## config.mk

```make
export PLATFORM = sky130hd
export DESIGN_NAME = pfar_queue
export DESIGN_NICKNAME = d
export VERILOG_FILES = /design/src/rtl/core/pfar_pkg.sv /design/src/rtl/core/pfar_queue.sv
export SDC_FILE = /design/constraint.sdc
export NUM_CORES = 1
export LEC_CHECK = 0
export BUFFER_PORTS_ARGS = -buffer_cell sky130_fd_sc_hd__buf_2
export CORE_MARGIN = 2
export CORE_UTILIZATION = 50
export CTS_BUF_LIST = sky130_fd_sc_hd__clkbuf_2 sky130_fd_sc_hd__clkbuf_4 sky130_fd_sc_hd__clkbuf_8
export DETAILED_ROUTE_END_ITERATION = 7
export HOLD_SLACK_MARGIN = 0.08
export MAX_ROUTING_LAYER = met4
export PLACE_DENSITY = 0.77
export SYNTH_ARGS = -nofsm -noshare
export SYNTH_HDL_FRONTEND = slang
export SYNTH_SLANG_ARGS = --single-unit
```

## constraint.sdc

```tcl
create_clock -name clk_i -period 2.41 [get_ports clk_i]
set_input_delay 0.1205 -clock clk_i [delete_from_list [all_inputs] [get_ports clk_i]]
set_output_delay 0.1205 -clock clk_i [all_outputs]
set_load 0.01 [all_outputs]
```

## src/rtl/core/pfar_pkg.sv

```systemverilog
// Package of the page frame allocator: field widths, request and status codes,
// payload structs, back-end state type. Used by rtl/core files but pfar_ram.
package pfar_pkg;

  // Fixed field widths of the request, result and configuration items
  localparam int PAGE_W      = 16;
  localparam int COUNT_OUT_W = 8;
  localparam int FREE_W      = 17;
  localparam int LOW_W       = 16;
  localparam int TOP_W       = 17;
  localparam int CFG_IDX_W   = 1;
  localparam int CFG_DATA_W  = 17;

  // Defaults for the top-level parameters
  localparam int DEF_NUM_PAGES   = 65536;
  localparam int DEF_COUNT_WIDTH = 8;

  // Queue between front and back
  localparam int QUEUE_DEPTH = 2;

  // Register reset values
  localparam logic [LOW_W-1:0] LOW_RESET = 16'h0000;
  localparam logic [TOP_W-1:0] TOP_RESET = 17'h10000;

  // Configuration register indexes
  localparam logic [CFG_IDX_W-1:0] CFG_LOW_PAGE = 1'b0;
  localparam logic [CFG_IDX_W-1:0] CFG_TOP_PAGE = 1'b1;

  typedef enum logic [2:0] {
    REQ_INIT  = 3'd0,
    REQ_ALLOC = 3'd1,
    REQ_FREE  = 3'd2,
    REQ_INCR  = 3'd3,
    REQ_DECR  = 3'd4,
    REQ_GET   = 3'd5
  } req_e;

  typedef enum logic [2:0] {
    STAT_OK      = 3'd0,
    STAT_NO_FREE = 3'd1,
    STAT_OOB     = 3'd2,
    STAT_FULL    = 3'd3,
    STAT_SAT     = 3'd4
  } status_e;

  typedef enum logic [1:0] {
    S_CLEAR,
    S_IDLE,
    S_EXEC
  } state_e;

  // Request item as it arrives
  typedef struct packed {
    logic [2:0]        req_type;
    logic [PAGE_W-1:0] page;
  } req_t;

  // Result item
  typedef struct packed {
    status_e                status;
    logic [PAGE_W-1:0]      page_out;
    logic [COUNT_OUT_W-1:0] count_out;
    logic                   page_released;
    logic [FREE_W-1:0]      free_pages;
  } res_t;

  // Classified request held in the queue
  typedef struct packed {
    req_e              op;
    logic [PAGE_W-1:0] page;
    logic              outside;    // page beyond the count store
    logic              bound_bad;  // page outside [low_page, top_page)
  } cmd_t;

  // Queue status seen by front and back
  typedef struct packed {
    logic full;
    logic empty;
  } q_stat_t;

endpackage

```

## src/rtl/core/pfar_queue.sv

```systemverilog
// Short command queue between the front and back of the page allocator.
// Depends on pfar_pkg.
module pfar_queue (
  input  logic             clk_i,
  input  logic             rst_ni,
  input  logic             push_i,
  input  pfar_pkg::cmd_t   cmd_i,
  input  logic             pop_i,
  output pfar_pkg::cmd_t   cmd_o,
  output pfar_pkg::q_stat_t stat_o
);

  localparam int Depth = pfar_pkg::QUEUE_DEPTH;
  localparam int PtrW  = (Depth > 1) ? $clog2(Depth) : 1;
  localparam int CntW  = $clog2(Depth + 1);

  pfar_pkg::cmd_t  entry_q [Depth];
  logic [PtrW-1:0] wr_ptr_q, wr_ptr_d;
  logic [PtrW-1:0] rd_ptr_q, rd_ptr_d;
  logic [CntW-1:0] cnt_q, cnt_d;

  // pointer and fill updates
  always_comb begin
    wr_ptr_d = wr_ptr_q;
    rd_ptr_d = rd_ptr_q;
    cnt_d    = cnt_q;
    if (push_i) begin
      wr_ptr_d = (wr_ptr_q == PtrW'(Depth - 1)) ? '0 : wr_ptr_q + PtrW'(1);
    end
    if (pop_i) begin
      rd_ptr_d = (rd_ptr_q == PtrW'(Depth - 1)) ? '0 : rd_ptr_q + PtrW'(1);
    end
    if (push_i && !pop_i) begin
      cnt_d = cnt_q + CntW'(1);
    end else if (pop_i && !push_i) begin
      cnt_d = cnt_q - CntW'(1);
    end
  end

  always_ff @(posedge clk_i or negedge rst_ni) begin
    if (!rst_ni) begin
      wr_ptr_q <= '0;
      rd_ptr_q <= '0;
      cnt_q    <= '0;
    end else begin
      wr_ptr_q <= wr_ptr_d;
      rd_ptr_q <= rd_ptr_d;
      cnt_q    <= cnt_d;
    end
  end

  always_ff @(posedge clk_i) begin
    if (push_i) begin
      entry_q[wr_ptr_q] <= cmd_i;
    end
  end

  assign cmd_o        = entry_q[rd_ptr_q];
  assign stat_o.full  = (cnt_q == CntW'(Depth));
  assign stat_o.empty = (cnt_q == '0);

endmodule

```

==> metrics.txt <==
Arr. time, crit path 1860 ps; Place WS 784 ps; top-area cell type share of the netlist area 0.739; Least-Margin Pin Slew 904 ps; crit path kind register to output pin; vias in the first global route 1,053; Avg Cell Area, Syn ~21 sq um; CTS root buffer clkbuf_4; YS warnings 0; grt ovf 0; GRT Resource Usage Total 0.161; Cells after Synth 81; Iter 0 DRT Violations 26; top cells by area, synth edfxtp_1 (74%), mux2_2 (14%), dfrtp_1 (5.9%); simple-gate share of the synthesized area 0.0154; most frequent cells in the layout buf_2 (47), edfxtp_1 (42), dlygate4sd3_1 (25); Synth Register Bits 46; Final setup viols 0; CP Capture Type output pin; Worst-path clk slew roughly 130 ps; Final nets 186; DRC 0; Setup Fix Bufs, Post-CTS 0; Hold Path Class primary input to register; post-DR wirelength/cell 13.5 um; Worst Skew 10.0 ps; IO Pins 48; run status finished clean; final hold violation count 0; Final Non-Filler Cells ~210; DR pass1 iterations 4; slowest stage cell, crit path dfrtp_1; mux contribution to synthesized area 0.139; Synth Area in Adders 0.00733; Startpoint Class register; share of cells above drive strength 1 0.491; largest net degree at the start of global routing 23; Final min period roughly 2000 ps; XOR/XNOR Fraction of Synth Area 0.0257; crit-path max FO 22; final setup margin 425 ps; Slew Limit Fails 0; Rows 21; detailed-route via count 956; Placeable Area 3310 sq um; largest family of logic cells by synthesized area multiplexers; DP Wirelength ~1800 um; setup TNS 0 ps; htree depth 2; syn nets ~110; first-pass GRT wire length roughly 4500 um; compound-gate portion of the synthesized area 0; antenna violations before repair 0; Distinct cells, synth 11; Worst EP required 2290 ps; placed cell areas 1990 sq um; most common cell after layout, fill and taps aside buf_2; DP Cell Count 174; die area 3900 sq um; die width 62.4 um; fin crit share 0.824; Leak Pwr 0.912 nW; TritonCTS Buffers 5; CP peak stage delay 950 ps; n_diodes 0; number of max-cap violations 0; RSZ-0062 raised after global routing false; final WL 2790 um; VDD IR max about 580 uV; clock sinks 46; PortBufs 47; Worst-Skew Late Latency 340 ps; Initial Util 0.515; synthesized area 1710 sq um; Vias/cell ~4.6; Placer Congestion 0.669; PD cells about 980 nW/um^2; Synth-to-Final Area Change 36.4%; Peak Freq 504 MHz; worst-case clock buffer depth 2; DRT antenna net count 0; Finished Cell Area 2330 sq um; CTS tree done; Synth area leader edfxtp_1; Die Y 62.4 um; register area share after synthesis 0.798; Slew headroom 0.397; CP cell instances mux2_2 > buf_2
critical path: cells and delay by family, from the launching register on:
family	cells	cell delay, ps
buffers and inverters	1	150
multiplexers	1	420
flip-flops	1	950
state kept, by name, indices dropped and copies added (netlist names):
name,cells
cnt_q,2
entry_q,42
rd_ptr_q,1
wr_ptr_q,1
layer usage:
metal / track usage / share of wire / vias to the layer above
met4: 0.0833 / 0.023 / 0
met1: 0.176 / 0.40 / 454
met5: - / 0 / -
li1: - / - / 461
met2: 0.269 / 0.52 / 35
met3: 0.0468 / 0.057 / 6
worst paths after layout:
path	startpoint	cells after the start	slack, ps	to
worst max-delay path	rd_ptr_q	2	420	cmd_o[8]
worst min-delay path	cmd_i[9]	2	490	entry_q[0][9]
worst max register to register	wr_ptr_q	2	930	entry_q[0][5]
worst min register to register	cnt_q[1]	1	500	cnt_q[1]
max in group asynchronous	rst_ni	3	1660	rd_ptr_q
min in group asynchronous	rst_ni	3	640	cnt_q[1]
metrics by stage:
step           power [mW]  hold slack, ps  utilization
4_1_cts              2.32            87.1        0.700
6_report             2.29             491        0.703
3_3_place_gp         1.81           -72.0        0.602
5_1_grt              2.41             479        0.703
3_5_place_dp         1.84           -68.2        0.602
2_1_floorplan        1.60            -175            -
cells in the mapped netlist:
| library cell | instances |
|---|---|
| nor2b_1 | 2 |
| xor2_1 | 4 |
| nor2_1 | 2 |
| edfxtp_1 | 42 |
| ha_1 | 1 |
| buf_6 | 2 |
| mux2_2 | 21 |
| xnor2_1 | 1 |
| dfrtp_1 | 4 |
| inv_1 | 1 |
| and2_1 | 1 |
power breakdown:
part,internal [mW],total [mW],switching [mW]
logic,0.355,0.648,0.294
registers,1.06,1.19,0.126
clock network,0.230,0.453,0.223
cells by family after synthesis:
group / after synthesis
xor gates and xnor gates: 5
adders and majority gates: 1
buffers and inverters: 3
DFF: 46
muxes: 21
and+or+nand+nor: 5
timing repair:
action | CTS | global route
endpoints found under the hold margin | 48 | 4
hold buffers | 24 | 1
resized for setup | 0 | 0
final cells by class:
cell class                 count  area [sq um]
sequential                    46          1360
multi-input combinational     32           322
inverter                       1          3.75
fill                         238           983
clock inverter                 2          37.5
clock buffer                   6          45.0
timing repair buffer          74           500
tap                           46          57.6
Note: power is estimated with default switching activity, not from simulation.
