[src/rtl/core/pfar_pkg.sv]
// Package of the page frame allocator: field widths, request and status codes,
// payload structs, back-end state type. Used by rtl/core files but pfar_ram.
package pfar_pkg;

  // Fixed field widths of the request, result and configuration items
  localparam int PAGE_W      = 16;
  localparam int COUNT_OUT_W = 8;
  localparam int FREE_W      = 17;
  localparam int LOW_W       = 16;
  localparam int TOP_W       = 17;
  localparam int CFG_IDX_W   = 1;
  localparam int CFG_DATA_W  = 17;

  // Defaults for the top-level parameters
  localparam int DEF_NUM_PAGES   = 65536;
  localparam int DEF_COUNT_WIDTH = 8;

  // Queue between front and back
  localparam int QUEUE_DEPTH = 2;

  // Register reset values
  localparam logic [LOW_W-1:0] LOW_RESET = 16'h0000;
  localparam logic [TOP_W-1:0] TOP_RESET = 17'h10000;

  // Configuration register indexes
  localparam logic [CFG_IDX_W-1:0] CFG_LOW_PAGE = 1'b0;
  localparam logic [CFG_IDX_W-1:0] CFG_TOP_PAGE = 1'b1;

  typedef enum logic [2:0] {
    REQ_INIT  = 3'd0,
    REQ_ALLOC = 3'd1,
    REQ_FREE  = 3'd2,
    REQ_INCR  = 3'd3,
    REQ_DECR  = 3'd4,
    REQ_GET   = 3'd5
  } req_e;

  typedef enum logic [2:0] {
    STAT_OK      = 3'd0,
    STAT_NO_FREE = 3'd1,
    STAT_OOB     = 3'd2,
    STAT_FULL    = 3'd3,
    STAT_SAT     = 3'd4
  } status_e;

  typedef enum logic [1:0] {
    S_CLEAR,
    S_IDLE,
    S_EXEC
  } state_e;

  // Request item as it arrives
  typedef struct packed {
    logic [2:0]        req_type;
    logic [PAGE_W-1:0] page;
  } req_t;

  // Result item
  typedef struct packed {
    status_e                status;
    logic [PAGE_W-1:0]      page_out;
    logic [COUNT_OUT_W-1:0] count_out;
    logic                   page_released;
    logic [FREE_W-1:0]      free_pages;
  } res_t;

  // Classified request held in the queue
  typedef struct packed {
    req_e              op;
    logic [PAGE_W-1:0] page;
    logic              outside;    // page beyond the count store
    logic              bound_bad;  // page outside [low_page, top_page)
  } cmd_t;

  // Queue status seen by front and back
  typedef struct packed {
    logic full;
    logic empty;
  } q_stat_t;

endpackage

[src/rtl/core/pfar_front.sv]
// Front end of the page allocator: configuration registers, request intake
// and classification into queue commands. Depends on pfar_pkg.
module pfar_front #(
  parameter int NUM_PAGES = pfar_pkg::DEF_NUM_PAGES
) (
  input  logic                            clk_i,
  input  logic                            rst_ni,
  input  logic                            cfg_we_i,
  input  logic [pfar_pkg::CFG_IDX_W-1:0]  cfg_idx_i,
  input  logic [pfar_pkg::CFG_DATA_W-1:0] cfg_wdata_i,
  input  logic                            in_valid_i,
  input  pfar_pkg::req_t                  in_data_i,
  output logic                            in_stall_o,
  input  pfar_pkg::q_stat_t               q_stat_i,
  input  logic                            clearing_i,
  output logic                            push_o,
  output pfar_pkg::cmd_t                  cmd_o
);

  logic [pfar_pkg::LOW_W-1:0] low_q, low_d;
  logic [pfar_pkg::TOP_W-1:0] top_q, top_d;

  // register writes
  always_comb begin
    low_d = low_q;
    top_d = top_q;
    if (cfg_we_i) begin
      unique case (cfg_idx_i)
        pfar_pkg::CFG_LOW_PAGE: low_d = cfg_wdata_i[pfar_pkg::LOW_W-1:0];
        pfar_pkg::CFG_TOP_PAGE: top_d = cfg_wdata_i[pfar_pkg::TOP_W-1:0];
        default: ;
      endcase
    end
  end

  always_ff @(posedge clk_i or negedge rst_ni) begin
    if (!rst_ni) begin
      low_q <= pfar_pkg::LOW_RESET;
      top_q <= pfar_pkg::TOP_RESET;
    end else begin
      low_q <= low_d;
      top_q <= top_d;
    end
  end

  // intake: hold off while the queue is full or the count store is clearing
  assign in_stall_o = q_stat_i.full || clearing_i;
  assign push_o     = in_valid_i && !in_stall_o;

  // classification; unused codes act as get
  always_comb begin
    if (in_data_i.req_type > pfar_pkg::REQ_GET) begin
      cmd_o.op = pfar_pkg::REQ_GET;
    end else begin
      cmd_o.op = pfar_pkg::req_e'(in_data_i.req_type);
    end
    cmd_o.page      = in_data_i.page;
    cmd_o.outside   = (32'(in_data_i.page) >= 32'(NUM_PAGES));
    cmd_o.bound_bad = (in_data_i.page < low_q) ||
                      ({1'b0, in_data_i.page} >= top_q);
  end

endmodule

[config.mk]
export PLATFORM = sky130hd
export DESIGN_NAME = pfar_front
export DESIGN_NICKNAME = d
export VERILOG_FILES = /design/src/rtl/core/pfar_pkg.sv /design/src/rtl/core/pfar_front.sv
export SDC_FILE = /design/constraint.sdc
export NUM_CORES = 1
export LEC_CHECK = 0
export ABC_CLOCK_PERIOD_IN_PS = 2600
export BUFFER_PORTS_ARGS = -buffer_cell sky130_fd_sc_hd__buf_4
export CAP_MARGIN = 25
export CORE_ASPECT_RATIO = 1.1
export CORE_MARGIN = 2
export CORE_UTILIZATION = 29
export CTS_CLUSTER_SIZE = 10
export DETAILED_ROUTE_END_ITERATION = 16
export HOLD_SLACK_MARGIN = 0.02
export MAX_ROUTING_LAYER = met4
export RECOVER_POWER = 50
export SYNTH_ARGS = -nofsm -noshare
export SYNTH_HDL_FRONTEND = slang
export SYNTH_SLANG_ARGS = --single-unit
[constraint.sdc]
create_clock -name clk_i -period 2.6 [get_ports clk_i]
set_input_delay 0.52 -clock clk_i [delete_from_list [all_inputs] [get_ports clk_i]]
set_output_delay 0.52 -clock clk_i [all_outputs]
set_load 0.02 [all_outputs]
==> impl_metrics.yaml, run 1 <==
setup_path:
  max_stage_delay_ps: 320
  crit_chain: "inv_1 > ha_1 > a21oi_1 > o21ai_1 > a211oi_2 > o31ai_1 > o211ai_1 > buf_4"
  r2r_start: "top_q[15]"
  reg2reg_slack_ps: 1830
  crit_path_end_kind: "primary output"
  crit_path_start_kind: "flip-flop"
  critPathArrivalTime_ps: 1920
  worstPathRequired_ps: 2080
  cpMaxStageDelayCell: "dfrtp_1"
  rr_endpoint: "top_q[15]"
  critPathLaunch: "low_q[9]"
  cp_num_cells: 8
  cp_max_fo: 2
  timing.critical_path.buf_inv: 2
  crit_end: "cmd_o[0]"
  reg2regPathDepth: 1
  crit_family: "compound AO/OA/AOI/OAI gates"
  path_class: "flip-flop to primary output"
synth:
  synth_top_cell_by_area: "dfrtp_1"
  synth_cell_types: 31
  synth_edf_count: 0
  syn_nets: 295
  dominantRegCellSynth: "dfrtp_1"
  ys_seq_area_share_pct: 38.61
  syn_area_um2: 2142
  avgSynthCellArea_um2: 9.737
  netlist_top_cells_area: "dfrtp_1 (37%), ha_1 (18%), mux2_2 (9.5%), buf_4 (6.0%), inv_1 (5.8%)"
  synth_warnings: 0
  ys_ff_latch: 33
  synthCells: 220
  synth_top_area_share_pct: 37.38
  synth_most_common_cell: "inv_1"
  ys_top_cells_by_count: "inv_1 (33), dfrtp_1 (32), ha_1 (31)"
  async_flop_share_pct: 100.0
floorplanning:
  fp-row-count: 32
  start_util_pct: 30.23
  dieArea_um2: 8091
  die_h_um: 94.14
  die_w_um: 85.95
  coreArea_um2: 7087
  pin_count: 67
final_layout:
  drive_gt1_share_pct: 34.07
  final_core_util_pct: 37.54
  area_growth_pct: 24.18
  fill_cells: 726
  num_antenna_cells: 0
  fin_nets: 345
routing:
  drt.antenna.violating_nets: 0
  via_per_inst: 4.496
  dr.first_iter.drc_count: 41
  via_count: 1596
  drc: 0
  first_pass_iters: 4
  routed_wl_um: 4402
  wire_per_inst_um: 12.40
global_route:
  grt.overflow.total: 0
  antenna_found_initial: 0
  track_usage_pct: 11.45
  grt_pass1_wl_um: 6941
  grt_pass1_vias: 1539
  grt_max_degree: 34
sta:
  max_slew_margin_pct: -17.29
  fin_ws_ps: 162.0
  period_needed_ps: 2438
  tightest_slew_ps: 1759
  max_freq_ghz: 0.4102
  finalSetupViolCount: 0
  rsz0062_at_grt: "false"
  period_share_pct: 93.77
  tns_ps: 0
  hold_viol: 0
  skew_ps: 0
  drv_slew: 34
clocking:
  root_buffer: "clkbuf_8"
  h-tree-depth: 2
  cts_hold_buf: 0
  cts_resized: 0
  cts_setup_buffers: 0
  cts_tree: "built"
  clockBufferDepth: 2
  numCtsBuffers: 5
  path_clk_slew_ps: 70
  insertion_delay_ps: 280
  clock-sinks: 33
power:
  netSwitchingPower_uw: 422.1
  combinationalPowerShare_pct: 29.6
  power_per_cell_area_nw_per_um2: 535.1
  p_clk_share_pct: 27.2
  p_leak_nw: 1.359
  pwr-share-seq_pct: 43.2
  vdd_drop_max_v: 0.0001613
  p_int_mw: 1.001
  switching_share_pct: 29.65
placement:
  hpwl_um: 3488
  dpl_worst_slack_ps: 141.4
  place.gp.congestion: 0.7551
  port_buffers: 64
worst_hold_path:
  hold_path.class: "primary input to flip-flop"
job:
  maxCapViolCount: 1
status:
  failed_checks: "max-capacitance violations, max-slew violations"
  status: "complete, but fails checks"
sequential cells by signal, indices dropped and copies added (netlist names):
register and cells:
low_q 16, top_q 17
stage by stage:
step / total power [mW] / std cells / instance area [um^2] / hold WS, ps
global route: 1.534 / 355 / 2660 / 446.1
detailed placement: 1.052 / 348 / 2580 / 490.2
CTS: 1.450 / 355 / 2666 / 181.7
global placement: 1.038 / 348 / 2580 / 486.7
finish: 1.423 / 355 / 2660 / 445.1
floorplan: 0.9012 / 220 / 2142 / 224.4
power by group through the flow:
stage	logic (mW)	registers, mW	clock network (mW)
finish	0.421	0.615	0.388
global route	0.486	0.621	0.426
CTS	0.430	0.615	0.405
detailed placement	0.427	0.625	0
global placement	0.416	0.622	0
floorplan	0.286	0.615	0
area by class of cell:
class                           instances  area (um^2)  share of cell area (%)
Tap cell                               85        106.4                   3.998
Clock buffer                            7        86.33                   3.246
Inverter                               33        123.9                   4.657
Timing Repair Buffer                   65        476.7                   17.92
Sequential cell                        33        827.0                   31.09
Multi-Input combinational cell        132         1040                   39.09
layer usage:
| layer | track usage (%) | share of wire (%) | vias to the layer above | routed length, um |
|---|---|---|---|---|
| li1 | - | - | 818 | - |
| met4 | 3.175 | 0.59 | 0 | 26 |
| met5 | - | 0 | - | 0 |
| met3 | 2.812 | 6.6 | 3 | 291 |
| met1 | 13.08 | 42 | 728 | 1857 |
| met2 | 19.90 | 51 | 47 | 2226 |
cell families (layout without fill, tap and decap cells):
kind of cell | count (synthesis) | in the layout | share of synthesized area [%]
other | 1 | 1 | 0.1751
adders and majority gates | 31 | 31 | 18.11
muxes | 18 | 18 | 9.462
AOI/OAI and AO/OA | 45 | 45 | 12.03
DFF | 33 | 33 | 38.61
buffers and inverters | 55 | 105 | 13.08
and+or+nand+nor | 37 | 37 | 8.528
worst min path at each step:
stage / startpoint / endpoint / slack [ps] / cells past startpoint
after floorplan: rst_ni / low_q[0] / 220 / 0
after global placement: rst_ni / low_q[11] / 490 / 1
after detailed placement: rst_ni / top_q[11] / 490 / 1
final: cfg_wdata_i[11] / low_q[11] / 450 / 3
after global routing: cfg_wdata_i[6] / low_q[6] / 450 / 3
after CTS: rst_ni / top_q[8] / 180 / 1
placed cells by master, fill, tap and decap left out:
cell type  netlist  final
a211oi_1         2      1
a211oi_2         0      1
a21o_1           5      5
a21oi_1          9      9
a31oi_1          1      1
a41oi_1          1      1
and4b_1          1      1
buf_4           17     62
clkbuf_1         2      4
clkbuf_8         0      6
conb_1           1      1
dfrtp_1         32     32
dfstp_2          1      1
ha_1            31     31
inv_1           33     33
mux2_2          18     18
nand2_1         19     19
nand2_2          1      1
nand4_1          2      2
nor2_1           6      6
nor2b_1          3      3
nor3_1           1      1
nor3_2           1      1
nor3b_1          1      1
nor3b_2          1      1
o211ai_1         1      1
o21ai_0         21     21
o21ai_1          2      2
o21bai_1         1      1
o31ai_1          2      2
or2_2            1      1
Power figures use the tool's default switching activity.
==> inputs of run 2 (changes only) <==
--- a/config.mk
+++ b/config.mk
@@ -5,6 +5,7 @@
 export SDC_FILE = /design/constraint.sdc
 export NUM_CORES = 1
 export LEC_CHECK = 0
+export ABC_AREA = 1
 export ABC_CLOCK_PERIOD_IN_PS = 2600
 export BUFFER_PORTS_ARGS = -buffer_cell sky130_fd_sc_hd__buf_4
 export CAP_MARGIN = 25
==> run 2 against run 1 <==
The flow still finishes with violations (max-capacitance violations, max-slew violations). First-iteration DRC count up 59%. Flip-flop and latch count stayed put. Final cell count increased by 27%. Combinational power up 2%. Via count increased by 15%. Critical endpoint unchanged. Largest cell class unchanged.
==> impl_metrics.yaml, run 2 <==
synth:
  synth_top_family_by_area: "simple AND/OR/NAND/NOR gates"
  dominantRegCellSynth: "dfrtp_1"
  avgSynthCellArea_um2: 7.707
  async_flop_share_pct: 100.0
  synth_cell_types: 24
  synth_most_common_cell: "nand2_1"
  netlist_top_cells_area: "dfrtp_1 (35%), ha_1 (17%), nand2_1 (11%), inv_1 (9.4%), o21ai_1 (7.0%)"
  synthMuxAreaShare_pct: 0
  syn_nets: 370
  ys_top_cells_by_count: "nand2_1 (66), inv_1 (57), dfrtp_1 (32), o21ai_1 (32), ha_1 (31)"
  ys_ff_latch: 33
  synthCells: 295
  yosys.area_share.simple_pct: 18.05
  ys_seq_area_share_pct: 36.38
  synth_warnings: 0
  syn_area_um2: 2273
  synth_top_cell_by_area: "dfrtp_1"
  synth_compound_area_share_pct: 11.34
  synthAdderAreaFrac_pct: 17.06
  synth_xor_area_share_pct: 0
  synth_edf_count: 0
  synth_top_area_share_pct: 35.22
global_route:
  grt.overflow.total: 0
  grt_pass1_wl_um: 7465
  track_usage_pct: 11.14
  grt_max_degree: 35
  grt_pass1_vias: 1743
  antenna_found_initial: 0
sta:
  rsz0062_at_grt: "false"
  max_slew_margin_pct: -16.67
  period_needed_ps: 2241
  max_freq_ghz: 0.4462
  hold_viol: 0
  tns_ps: 0
  tightest_slew_ps: 1750
  skew_ps: 0
  period_share_pct: 86.20
  drv_slew: 34
  finalSetupViolCount: 0
worst_hold_path:
  min_to: "top_q[16]"
  hold_path.class: "flip-flop to flip-flop"
  min_path_cells: 2
  min_from: "top_q[16]"
setup_path:
  cp_max_fo: 2
  max_stage_delay_ps: 350
  cpMaxStageDelayCell: "dfrtp_1"
  crit_path_start_kind: "flip-flop"
  reg2reg_slack_ps: 1840
  crit_path_frequent_cell: "nor2_1"
  crit_path_end_kind: "primary output"
  path_class: "flip-flop to primary output"
  critPathArrivalTime_ps: 1720
  rr_endpoint: "top_q[16]"
  worstPathRequired_ps: 2080
  r2r_start: "top_q[16]"
  reg2regPathDepth: 2
  crit_chain: "inv_1 > ha_1 > a21oi_1 > nor2_1 > nor2_1 > a21oi_2 > nor2_1 > nand2_1 > buf_4"
floorplanning:
  die_w_um: 88.42
  fp-row-count: 33
  dieArea_um2: 8564
  coreArea_um2: 7515
  die_h_um: 96.86
  pin_count: 67
  start_util_pct: 30.25
clocking:
  cts_setup_buffers: 0
  clock-sinks: 33
  clockBufferDepth: 2
  root_buffer: "clkbuf_8"
  numCtsBuffers: 5
  path_clk_slew_ps: 70
  cts_tree: "built"
  h-tree-depth: 2
  cts_hold_buf: 0
  cts_resized: 0
  insertion_delay_ps: 280
power:
  power.total_mw: 1.411
  vdd_drop_max_v: 0.0001889
  p_leak_nw: 1.557
  power_per_cell_area_nw_per_um2: 502.0
routing:
  wire_per_inst_um: 9.782
  via_count: 1836
  via_per_inst: 4.080
  dr.first_iter.drc_count: 65
  drt.antenna.violating_nets: 0
  routed_wl_um: 4402
  first_pass_iters: 4
  drc: 0
placement:
  place_inst: 442
  port_buffers: 64
  hpwl_um: 3513
  place.gp.congestion: 0.7430
final_layout:
  final_common_cell: "nand2_1"
  top_regs: "top_q (17), low_q (16)"
  fin_nets: 419
  fill_cells: 860
  stdcell_count: 450
  num_antenna_cells: 0
  area_growth_pct: 23.61
  final_cell_mix: "nand2_1 (66), buf_4 (63), inv_1 (57)"
  drive_gt1_share_pct: 24.64
  largest-register: "top_q"
  largest_reg_flops: 17
status:
  failed_checks: "max-capacitance violations, max-slew violations"
  status: "complete, but fails checks"
job:
  maxCapViolCount: 1
## run 2: critical path, delay by kind of cell (launching register included)
family	cells	cell delay, ps
compound gates	2	240
fa+ha+maj	1	290
buf+inv	2	200
flops	1	350
simple gates	4	360
## run 2: stage by stage
| step | hold WS [ps] | utilization [%] | worst slack, ps | area [um^2] |
|---|---|---|---|---|
| floorplan | 224.4 | - | 665.2 | 2273 |
| global placement | 470.2 | 36.45 | 354.9 | 2739 |
| detailed placement | 479.6 | 36.45 | 361.6 | 2739 |
| CTS | 179.3 | 37.55 | 326.3 | 2821 |
| global route | 500.2 | 37.40 | 156.6 | 2810 |
| finish | 484.5 | 37.40 | 358.8 | 2810 |
## run 2: logic make-up (layout without fill, tap and decap cells)
| group | after synthesis | count (layout) |
|---|---|---|
| and+or+nand+nor | 97 | 97 |
| buffers and inverters | 84 | 134 |
| AOI/OAI and AO/OA | 49 | 49 |
| DFF | 33 | 33 |
| adders and majority gates | 31 | 31 |
| other | 1 | 1 |
## run 2: power breakdown
group / total (mW) / switching (mW) / internal (mW)
clock: 0.367 / 0.182 / 0.185
sequential: 0.612 / 0.0330 / 0.579
combinational: 0.431 / 0.240 / 0.191
## run 2: how the worst max path moves through the flow
| stage | from | end | slack, ps |
|---|---|---|---|
| finish | top_q[6] | cmd_o[0] | 360 |
| global route | top_q[4] | cmd_o[0] | 160 |
| CTS | top_q[6] | cmd_o[0] | 330 |
| detailed placement | in_data_i[6] | cmd_o[0] | 360 |
| global placement | in_data_i[6] | cmd_o[0] | 350 |
| floorplan | in_data_i[12] | cmd_o[0] | 670 |
## run 2: final cells by class
cell class              instances  area [um^2]  area share (%)
flip-flops and latches         33        827.0           29.43
well taps                     105        131.4           4.675
multi-input cells             178         1060           37.71
clock inverters                 2        10.01          0.3562
clock buffers                   6        72.57           2.582
inverters                      60        225.2           8.014
repair buffers                 66        484.2           17.23
## run 2: per-layer routing
| layer | up-vias | share of wire (%) | GRT usage, % |
|---|---|---|---|
| met4 | 0 | 0.86 | 3.147 |
| met2 | 46 | 45 | 17.06 |
| met3 | 6 | 5.5 | 2.816 |
| li1 | 994 | - | - |
| met1 | 790 | 48 | 14.54 |
| met5 | - | 0 | - |
